[src/time_gated_cell_energy_binner_macros.svh]
// Assertion macros used by the binner RTL.
`ifndef TIME_GATED_CELL_ENERGY_BINNER_MACROS_SVH
`define TIME_GATED_CELL_ENERGY_BINNER_MACROS_SVH

`ifndef SYNTHESIS

`define TGCEB_ASSERT(label, prop) \
	label: assert property (@(posedge clk) disable iff (!arst_n) prop) \
		else $error("binner assertion failed");

`define TGCEB_NEVER(label, cond) \
	label: assert property (@(posedge clk) disable iff (!arst_n) !(cond)) \
		else $error("binner forbidden condition seen");

`else

`define TGCEB_ASSERT(label, prop)

`define TGCEB_NEVER(label, cond)

`endif

`endif

[src/tgceb_ram.sv]
module tgceb_ram #(
	parameter int WIDTH = 32,
	parameter int DEPTH = 16
) (
	input logic clk,
	input logic we,
	input logic [((DEPTH > 1) ? $clog2(DEPTH) : 1)-1:0] waddr,
	input logic [WIDTH-1:0] wdata,
	input logic re,
	input logic [((DEPTH > 1) ? $clog2(DEPTH) : 1)-1:0] raddr,
	output logic [WIDTH-1:0] rdata
);

	logic [WIDTH-1:0] mem_q [DEPTH];
	logic [WIDTH-1:0] rdata_q;

	always_ff @(posedge clk) begin
		if (we) begin
			mem_q[waddr] <= wdata;
		end
		if (re) begin
			rdata_q <= mem_q[raddr];
		end
	end

	assign rdata = rdata_q;

endmodule

[config.mk]
export PLATFORM = sky130hd
export DESIGN_NAME = tgceb_ram
export DESIGN_NICKNAME = d
export VERILOG_FILES = /design/src/time_gated_cell_energy_binner_macros.svh /design/src/tgceb_ram.sv
export SDC_FILE = /design/constraint.sdc
export NUM_CORES = 1
export LEC_CHECK = 0
export BUFFER_PORTS_ARGS = -buffer_cell sky130_fd_sc_hd__buf_4
export CAP_MARGIN = 20
export CELL_PAD_IN_SITES_DETAIL_PLACEMENT = 0
export CELL_PAD_IN_SITES_GLOBAL_PLACEMENT = 1
export CORE_ASPECT_RATIO = 1.5
export CORE_MARGIN = 8
export CORE_UTILIZATION = 50
export CTS_CLUSTER_DIAMETER = 100
export DETAILED_ROUTE_END_ITERATION = 12
export PLACE_DENSITY = 0.72
export SYNTH_ARGS = -nofsm -noshare
export SYNTH_HDL_FRONTEND = slang
export SYNTH_SLANG_ARGS = --single-unit
[constraint.sdc]
create_clock -name clk -period 3.62 [get_ports clk]
set_clock_uncertainty 0.05 [all_clocks]
set_input_delay 0.543 -clock clk [delete_from_list [all_inputs] [get_ports clk]]
set_output_delay 0.543 -clock clk [all_outputs]
set_load 0.02 [all_outputs]
==> run_summary.xml, run 1 <==
<?xml version="1.0" encoding="UTF-8"?>
<metrics>
  <group name="routing">
    <metric name="drcViolationCount" unit="">0</metric>
    <metric name="antenna_violating_nets_post_route" unit="">0</metric>
    <metric name="via_per_inst" unit="">6.12</metric>
    <metric name="routed_wirelength" unit="um">42700</metric>
    <metric name="drt-pass1-iter-count" unit="">5</metric>
    <metric name="drt_first_iter_violations" unit="">986</metric>
    <metric name="avgRoutedWirePerCell" unit="um">28.6</metric>
    <metric name="vias" unit="">9134</metric>
  </group>
  <group name="yosys">
    <metric name="synth_flop_cell" unit="">edfxtp_1</metric>
    <metric name="sequential_element_share_of_the_synthesized_area" unit="%">81.0</metric>
    <metric name="synth_cells" unit="">838</metric>
    <metric name="synth.top_cells.by_count" unit="">edfxtp_1, mux4_2, a22oi_1</metric>
    <metric name="synth_enable_flop_cells" unit="">544</metric>
    <metric name="synth_area_per_cell" unit="sq um">24.1</metric>
    <metric name="synth_fp_nets" unit="">881</metric>
    <metric name="synth_top_cells_by_area" unit="">edfxtp_1, mux4_2, a22oi_1</metric>
    <metric name="synthesis.area" unit="sq um">20200</metric>
    <metric name="post_synth_num_cell_types" unit="">17</metric>
    <metric name="ys.warnings.count" unit="">0</metric>
    <metric name="yosys_register_bits" unit="">544</metric>
    <metric name="asyncSetResetFlopFracSynth" unit="%">0</metric>
    <metric name="synth_top_area_cell" unit="">edfxtp_1</metric>
    <metric name="yosysMostFrequentCell" unit="">edfxtp_1</metric>
    <metric name="synth_top_area_share" unit="%">81.0</metric>
  </group>
  <group name="clocking">
    <metric name="worstSkewPairLatency" unit="ns">0.57</metric>
    <metric name="worst_setup_hold_path_clk_slew" unit="ns">0.07</metric>
    <metric name="ctsRootBufferMaster" unit="">clkbuf_16</metric>
    <metric name="clock_tree.htree_level_count" unit="">2</metric>
    <metric name="tritoncts" unit="">built</metric>
    <metric name="cts_repair_resize_count" unit="">0</metric>
    <metric name="cts_hold_repair.buffers" unit="">0</metric>
    <metric name="post-cts-setup-buffer-count" unit="">0</metric>
    <metric name="cts_max_path_buffers" unit="">3</metric>
    <metric name="tritoncts_num_sinks" unit="">544</metric>
    <metric name="cts_inserted_buffers" unit="">46</metric>
  </group>
  <group name="sta">
    <metric name="relSlewSlack" unit="%">46.7</metric>
    <metric name="period_needed" unit="ns">1.95</metric>
    <metric name="final_setup_margin" unit="ns">1.67</metric>
    <metric name="unrepaired_setup_endpoints_after_global_routing" unit="">false</metric>
    <metric name="period_share" unit="%">54.0</metric>
    <metric name="max_slew.worst_pin.slew" unit="ns">0.797</metric>
    <metric name="tns" unit="ns">0</metric>
    <metric name="final_max_slew_viol_count" unit="">0</metric>
    <metric name="timing.final.hold_violations" unit="">0</metric>
    <metric name="timing.final.setup_violations" unit="">0</metric>
    <metric name="hold_ws" unit="ns">0.218</metric>
    <metric name="maxClockFrequency" unit="MHz">512</metric>
  </group>
  <group name="floorplan">
    <metric name="die-height" unit="um">262</metric>
    <metric name="fp-row-count" unit="">90</metric>
    <metric name="design.core.area" unit="sq um">40000</metric>
    <metric name="design.portCount" unit="">75</metric>
    <metric name="design.die.area" unit="sq um">47200</metric>
    <metric name="dieWidth" unit="um">180</metric>
    <metric name="initial_core_util" unit="%">50.5</metric>
  </group>
  <group name="setup_path">
    <metric name="timing.critical_path.max_delay_family" unit="">buffers and inverters</metric>
    <metric name="max_stage_delay" unit="ns">0.55</metric>
    <metric name="worst_path_max_delay_cell" unit="">mux4_2</metric>
    <metric name="largest_driver_fanout_on_the_critical_path" unit="">35</metric>
    <metric name="timing.critical_path.arrival" unit="ns">2.22</metric>
    <metric name="critPathCaptureType" unit="">flip-flop</metric>
    <metric name="timing.critical_path.from_type" unit="">input port</metric>
    <metric name="critPathBufInv" unit="">2</metric>
    <metric name="path_cells" unit="">clkbuf_8 &gt; buf_4 &gt; mux4_2 &gt; a22oi_1 &gt; nand2_1</metric>
    <metric name="timing.setup.critical_path_class" unit="">in2reg</metric>
    <metric name="cp_data_required_time" unit="ns">3.88</metric>
  </group>
  <group name="global_routing">
    <metric name="grt_pass1_wl" unit="um">63700</metric>
    <metric name="grt_antenna_before_repair" unit="">0</metric>
    <metric name="grtUsageTotal" unit="%">18.5</metric>
    <metric name="grt_max_degree" unit="">39</metric>
    <metric name="grt_pass1_vias" unit="">9616</metric>
    <metric name="grt.overflow.total" unit="">0</metric>
  </group>
  <group name="hold_path">
    <metric name="hold_path_class" unit="">in2reg</metric>
  </group>
  <group name="power">
    <metric name="power-per-cell-area" unit="nW/um^2">543</metric>
    <metric name="total_power" unit="W">0.0125</metric>
    <metric name="worst_ir_drop_vdd" unit="mV">0.258</metric>
    <metric name="cellLeakagePower" unit="nW">7.34</metric>
  </group>
  <group name="placement">
    <metric name="pre_cts_ws" unit="ns">1.05</metric>
    <metric name="dpl.hpwl" unit="um">21600</metric>
    <metric name="gp_congestion" unit="">0.711</metric>
    <metric name="io_buffers" unit="">74</metric>
  </group>
  <group name="layout">
    <metric name="layout-drive-gt1-share" unit="%">32.9</metric>
    <metric name="num_antenna_cells" unit="">0</metric>
    <metric name="utilization" unit="%">57.7</metric>
    <metric name="layout-area-overhead-vs-synth" unit="%">14.3</metric>
    <metric name="final_nets" unit="">994</metric>
  </group>
  <group name="status">
    <metric name="run_status" unit="">completed</metric>
  </group>
  <group name="run">
    <metric name="drv_cap" unit="">0</metric>
  </group>
</metrics>
[cell type report]
class | instances | area, sq um
tap | 506 | 633
timing repair buffer | 108 | 917
multi-input combinational | 251 | 3760
clock buffer | 53 | 1200
sequential | 544 | 16300
clock inverter | 30 | 224
fill | 2815 | 16900
[worst reg2reg max path, cell delays in order, from the launching register on]
cell and delay (ns):
edfxtp_1 0.37, mux4_2 0.48, a22oi_1 0.20, nand2_1 0.15
[report_power, final]
part	internal [W]	leakage (nW)	switching (W)
registers	0.00709	4.94	0.0000397
clock network	0.00259	0.700	0.00214
logic	0.000284	1.70	0.000394
[state kept, by name (all words and copies together) (netlist names)]
| register | cells |
|---|---|
| mem_q | 512 |
| rdata | 32 |
[through the flow]
step,area [sq um],std cells
after floorplan,20200,838
after global placement,21600,1409
after detailed placement,21600,1409
after CTS,23100,1492
after global routing,23100,1492
final,23100,1492
[kinds of logic after synthesis]
group                  count (synthesis)  synth area share (%)
muxes                                128                  14.3
and+or+nand+nor                       59                  1.25
DFF                                  544                  81.0
buffers and inverters                 43                  1.10
AOI/OAI and AO/OA                     64                  2.38
[placed cells by master (no fill, tap or decap), drive strengths merged]
| cell type | instances |
|---|---|
| clkinvlp | 3 |
| nand2b | 2 |
| a22oi | 64 |
| or3b | 1 |
| nand3 | 1 |
| nand3b | 2 |
| clkbuf | 54 |
| nor2b | 2 |
| mux4 | 128 |
| bufinv | 3 |
| nor3 | 4 |
| clkinv | 23 |
| nand2 | 33 |
| and2 | 1 |
| edfxtp | 544 |
| buf | 107 |
| inv | 1 |
| nor2 | 13 |
[layer usage]
| layer | up-vias | GRT usage (%) | wire length, um |
|---|---|---|---|
| met4 | 0 | 5.64 | 1000 |
| met2 | 306 | 31.9 | 21900 |
| met3 | 74 | 3.09 | 2800 |
| met5 | - | 0 | 0 |
| li1 | 3824 | - | - |
| met1 | 4930 | 24.0 | 17000 |
[worst paths after layout]
kind                           startpoint                     end  slack [ns]  depth (start not counted)
setup / recovery                 raddr[0]     rdata[19]$_DFFE_PP_        1.67                          5
setup reg to reg   mem_q[3][30]$_DFFE_PP_     rdata[30]$_DFFE_PP_        2.10                          3
hold / removal                  wdata[26]  mem_q[8][26]$_DFFE_PP_        0.22                          1
hold reg to reg   mem_q[14][18]$_DFFE_PP_     rdata[18]$_DFFE_PP_        0.69                          3
Note: power is estimated with default switching activity, not from simulation.
==> run 2, diff against run 1 <==
--- a/config.mk
+++ b/config.mk
@@ -11,10 +11,10 @@
 export CELL_PAD_IN_SITES_GLOBAL_PLACEMENT = 1
 export CORE_ASPECT_RATIO = 1.5
 export CORE_MARGIN = 8
-export CORE_UTILIZATION = 50
+export CORE_UTILIZATION = 55
 export CTS_CLUSTER_DIAMETER = 100
 export DETAILED_ROUTE_END_ITERATION = 12
-export PLACE_DENSITY = 0.72
+export PLACE_DENSITY = 0.75
 export SYNTH_ARGS = -nofsm -noshare
 export SYNTH_HDL_FRONTEND = slang
 export SYNTH_SLANG_ARGS = --single-unit
==> constraint.sdc (replaced) <==
create_clock -name clk -period 1.9 [get_ports clk]
set_clock_uncertainty 0.05 [all_clocks]
set_input_delay 0.285 -clock clk [delete_from_list [all_inputs] [get_ports clk]]
set_output_delay 0.285 -clock clk [all_outputs]
set_load 0.02 [all_outputs]
==> run_summary.xml, run 2 (synthesis results as in run 1) <==
<?xml version="1.0" encoding="UTF-8"?>
<metrics>
  <group name="placement">
    <metric name="dpl.hpwl" unit="um">22400</metric>
    <metric name="pre_cts_ws" unit="ns">-0.0711</metric>
    <metric name="gp_congestion" unit="">0.701</metric>
    <metric name="io_buffers" unit="">74</metric>
  </group>
  <group name="routing">
    <metric name="routed_wirelength" unit="um">42400</metric>
    <metric name="drt-pass1-iter-count" unit="">5</metric>
    <metric name="via_per_inst" unit="">6.10</metric>
    <metric name="vias" unit="">9301</metric>
    <metric name="drt_first_iter_violations" unit="">888</metric>
    <metric name="avgRoutedWirePerCell" unit="um">27.8</metric>
    <metric name="antenna_violating_nets_post_route" unit="">0</metric>
    <metric name="drcViolationCount" unit="">0</metric>
  </group>
  <group name="layout">
    <metric name="register_containing_the_most_flip_flops_in_the_final_layout" unit="">mem_q</metric>
    <metric name="most_frequent_cells_in_the_layout" unit="">edfxtp_1, mux4_2, buf_4, a22oi_1, clkbuf_16</metric>
    <metric name="final_common_cell" unit="">edfxtp_1</metric>
    <metric name="layout-drive-gt1-share" unit="%">33.2</metric>
    <metric name="multi_input_logic_area" unit="sq um">3780</metric>
    <metric name="final-seq-area" unit="sq um">16300</metric>
    <metric name="flip_flop_count_of_the_largest_register_after_layout" unit="">512</metric>
    <metric name="num_antenna_cells" unit="">0</metric>
    <metric name="final_nets" unit="">1049</metric>
    <metric name="layout-area-overhead-vs-synth" unit="%">19.1</metric>
    <metric name="utilization" unit="%">65.9</metric>
    <metric name="filler_cell_count" unit="">2334</metric>
  </group>
  <group name="sta">
    <metric name="tns" unit="ns">0</metric>
    <metric name="final_setup_margin" unit="ns">0.367</metric>
    <metric name="maxClockFrequency" unit="MHz">652</metric>
    <metric name="period_share" unit="%">80.7</metric>
    <metric name="max_slew.worst_pin.slew" unit="ns">1.07</metric>
    <metric name="timing.final.hold_violations" unit="">0</metric>
    <metric name="timing.final.setup_violations" unit="">0</metric>
    <metric name="relSlewSlack" unit="%">28.2</metric>
    <metric name="final_max_slew_viol_count" unit="">0</metric>
    <metric name="unrepaired_setup_endpoints_after_global_routing" unit="">false</metric>
    <metric name="period_needed" unit="ns">1.53</metric>
  </group>
  <group name="clocking">
    <metric name="tritoncts" unit="">built</metric>
    <metric name="cts_repair_resize_count" unit="">0</metric>
    <metric name="clock_tree.htree_level_count" unit="">2</metric>
    <metric name="cts_max_path_buffers" unit="">3</metric>
    <metric name="ctsRootBufferMaster" unit="">clkbuf_16</metric>
    <metric name="post-cts-setup-buffer-count" unit="">0</metric>
    <metric name="worst_setup_hold_path_clk_slew" unit="ns">0.06</metric>
    <metric name="cts_hold_repair.buffers" unit="">32</metric>
    <metric name="worstSkewPairLatency" unit="ns">0.55</metric>
    <metric name="cts_inserted_buffers" unit="">47</metric>
    <metric name="tritoncts_num_sinks" unit="">544</metric>
  </group>
  <group name="floorplan">
    <metric name="design.portCount" unit="">75</metric>
    <metric name="dieWidth" unit="um">172</metric>
    <metric name="initial_core_util" unit="%">55.3</metric>
    <metric name="design.die.area" unit="sq um">43200</metric>
    <metric name="die-height" unit="um">251</metric>
    <metric name="design.core.area" unit="sq um">36500</metric>
    <metric name="fp-row-count" unit="">86</metric>
  </group>
  <group name="setup_path">
    <metric name="critPathCaptureType" unit="">primary output</metric>
    <metric name="timing.critical_path.max_delay_family" unit="">flip-flops</metric>
    <metric name="worst_path_max_delay_cell" unit="">edfxtp_1</metric>
    <metric name="crit_start" unit="">rdata[16]$_DFFE_PP_</metric>
    <metric name="max_stage_delay" unit="ns">0.45</metric>
    <metric name="setup.worst_path.end" unit="">rdata[16]</metric>
    <metric name="critPathBufInv" unit="">1</metric>
    <metric name="reg2reg_depth" unit="">3</metric>
    <metric name="rr_startpoint" unit="">mem_q[8][9]$_DFFE_PP_</metric>
    <metric name="timing.critical_path.arrival" unit="ns">1.20</metric>
    <metric name="worstSetupPathDepth" unit="">1</metric>
    <metric name="timing.critical_path.from_type" unit="">flip-flop</metric>
    <metric name="path_cells" unit="">buf_4</metric>
    <metric name="largest_driver_fanout_on_the_critical_path" unit="">1</metric>
    <metric name="regToRegSetupSlack" unit="ns">0.39</metric>
    <metric name="timing.setup.critical_path_class" unit="">reg2out</metric>
    <metric name="r2r-end" unit="">rdata[9]$_DFFE_PP_</metric>
    <metric name="cp_data_required_time" unit="ns">1.56</metric>
  </group>
  <group name="power">
    <metric name="power-per-cell-area" unit="nW/um^2">1010</metric>
    <metric name="switching_share" unit="%">20.2</metric>
    <metric name="combinational_share_of_power" unit="%">5.8</metric>
    <metric name="total_power" unit="W">0.0243</metric>
    <metric name="cellLeakagePower" unit="nW">7.73</metric>
    <metric name="p_seq_share" unit="%">55.8</metric>
    <metric name="intPower" unit="W">0.0194</metric>
    <metric name="power.clock.fraction" unit="%">38.3</metric>
    <metric name="worst_ir_drop_vdd" unit="mV">0.779</metric>
    <metric name="p_sw" unit="W">0.00491</metric>
  </group>
  <group name="global_routing">
    <metric name="grt_pass1_wl" unit="um">62700</metric>
    <metric name="grtUsageTotal" unit="%">20.1</metric>
    <metric name="grt.overflow.total" unit="">0</metric>
    <metric name="grt_max_degree" unit="">33</metric>
    <metric name="grt_pass1_vias" unit="">9777</metric>
    <metric name="grt_antenna_before_repair" unit="">0</metric>
  </group>
  <group name="hold_path">
    <metric name="hold_path_class" unit="">in2reg</metric>
    <metric name="timing.hold.worst_path_depth" unit="">1</metric>
  </group>
  <group name="run">
    <metric name="drv_cap" unit="">0</metric>
  </group>
  <group name="status">
    <metric name="run_status" unit="">completed</metric>
  </group>
</metrics>
-- run 2: changes by cell type in the layout (fill, tap and decap cells not counted), moves of 2 or more --
cell / delta
buf_12: +32
buf_4: -10
clkbuf_1: +3
clkbuf_16: +2
clkinv_2: -4
clkinv_4: +2
dlygate4sd3_1: +32
nor3_2: -3
nor3_4: +3
-- run 2: worst min-delay path by stage --
stage / start / to / slack (ns)
after floorplan: wdata[0] / mem_q[0][0]$_DFFE_PP_ / 0.33
after global placement: wdata[31] / mem_q[0][31]$_DFFE_PP_ / 0.53
after detailed placement: wdata[24] / mem_q[8][24]$_DFFE_PP_ / 0.53
after CTS: re / rdata[23]$_DFFE_PP_ / 0.11
after global routing: re / rdata[21]$_DFFE_PP_ / 0.10
final: re / rdata[23]$_DFFE_PP_ / 0.13
-- run 2: cell type report --
| type | instances | share of cell area (%) |
|---|---|---|
| clock buffer | 58 | 5.25 |
| clock inverter | 27 | 0.995 |
| multi-input combinational | 251 | 15.7 |
| sequential | 544 | 68.0 |
| tap | 484 | 2.52 |
| timing repair buffer | 162 | 7.51 |
-- run 2: worst register-to-register path: stages, from the launching register on --
cell      delay [ns]
edfxtp_1        0.39
mux4_2          0.47
a22oi_1         0.27
nand2_1         0.07
-- run 2: power groups by stage --
stage,clock (W),combinational (W),sequential (W)
2_1_floorplan,0,0.000649,0.0139
3_3_place_gp,0,0.00136,0.0138
4_1_cts,0.00946,0.00145,0.0136
5_1_grt,0.00987,0.00152,0.0136
6_report,0.00932,0.00142,0.0136
3_5_place_dp,0,0.00139,0.0139
-- run 2: per-stage QoR --
step | instances | cell area [sq um] | hold WS, ns
finish | 1526 | 24000 | 0.127
global placement | 1409 | 22200 | 0.526
global route | 1526 | 24000 | 0.101
detailed placement | 1409 | 22200 | 0.535
floorplan | 838 | 20200 | 0.334
CTS | 1526 | 24000 | 0.107
-- run 2: per-layer routing --
metal / wire length (um) / track usage, % / up-vias
met3: 2760 / 2.66 / 57
met1: 16400 / 27.3 / 4982
met2: 22500 / 34.0 / 322
li1: - / - / 3940
met5: 0 / 0 / -
met4: 818 / 5.39 / 0
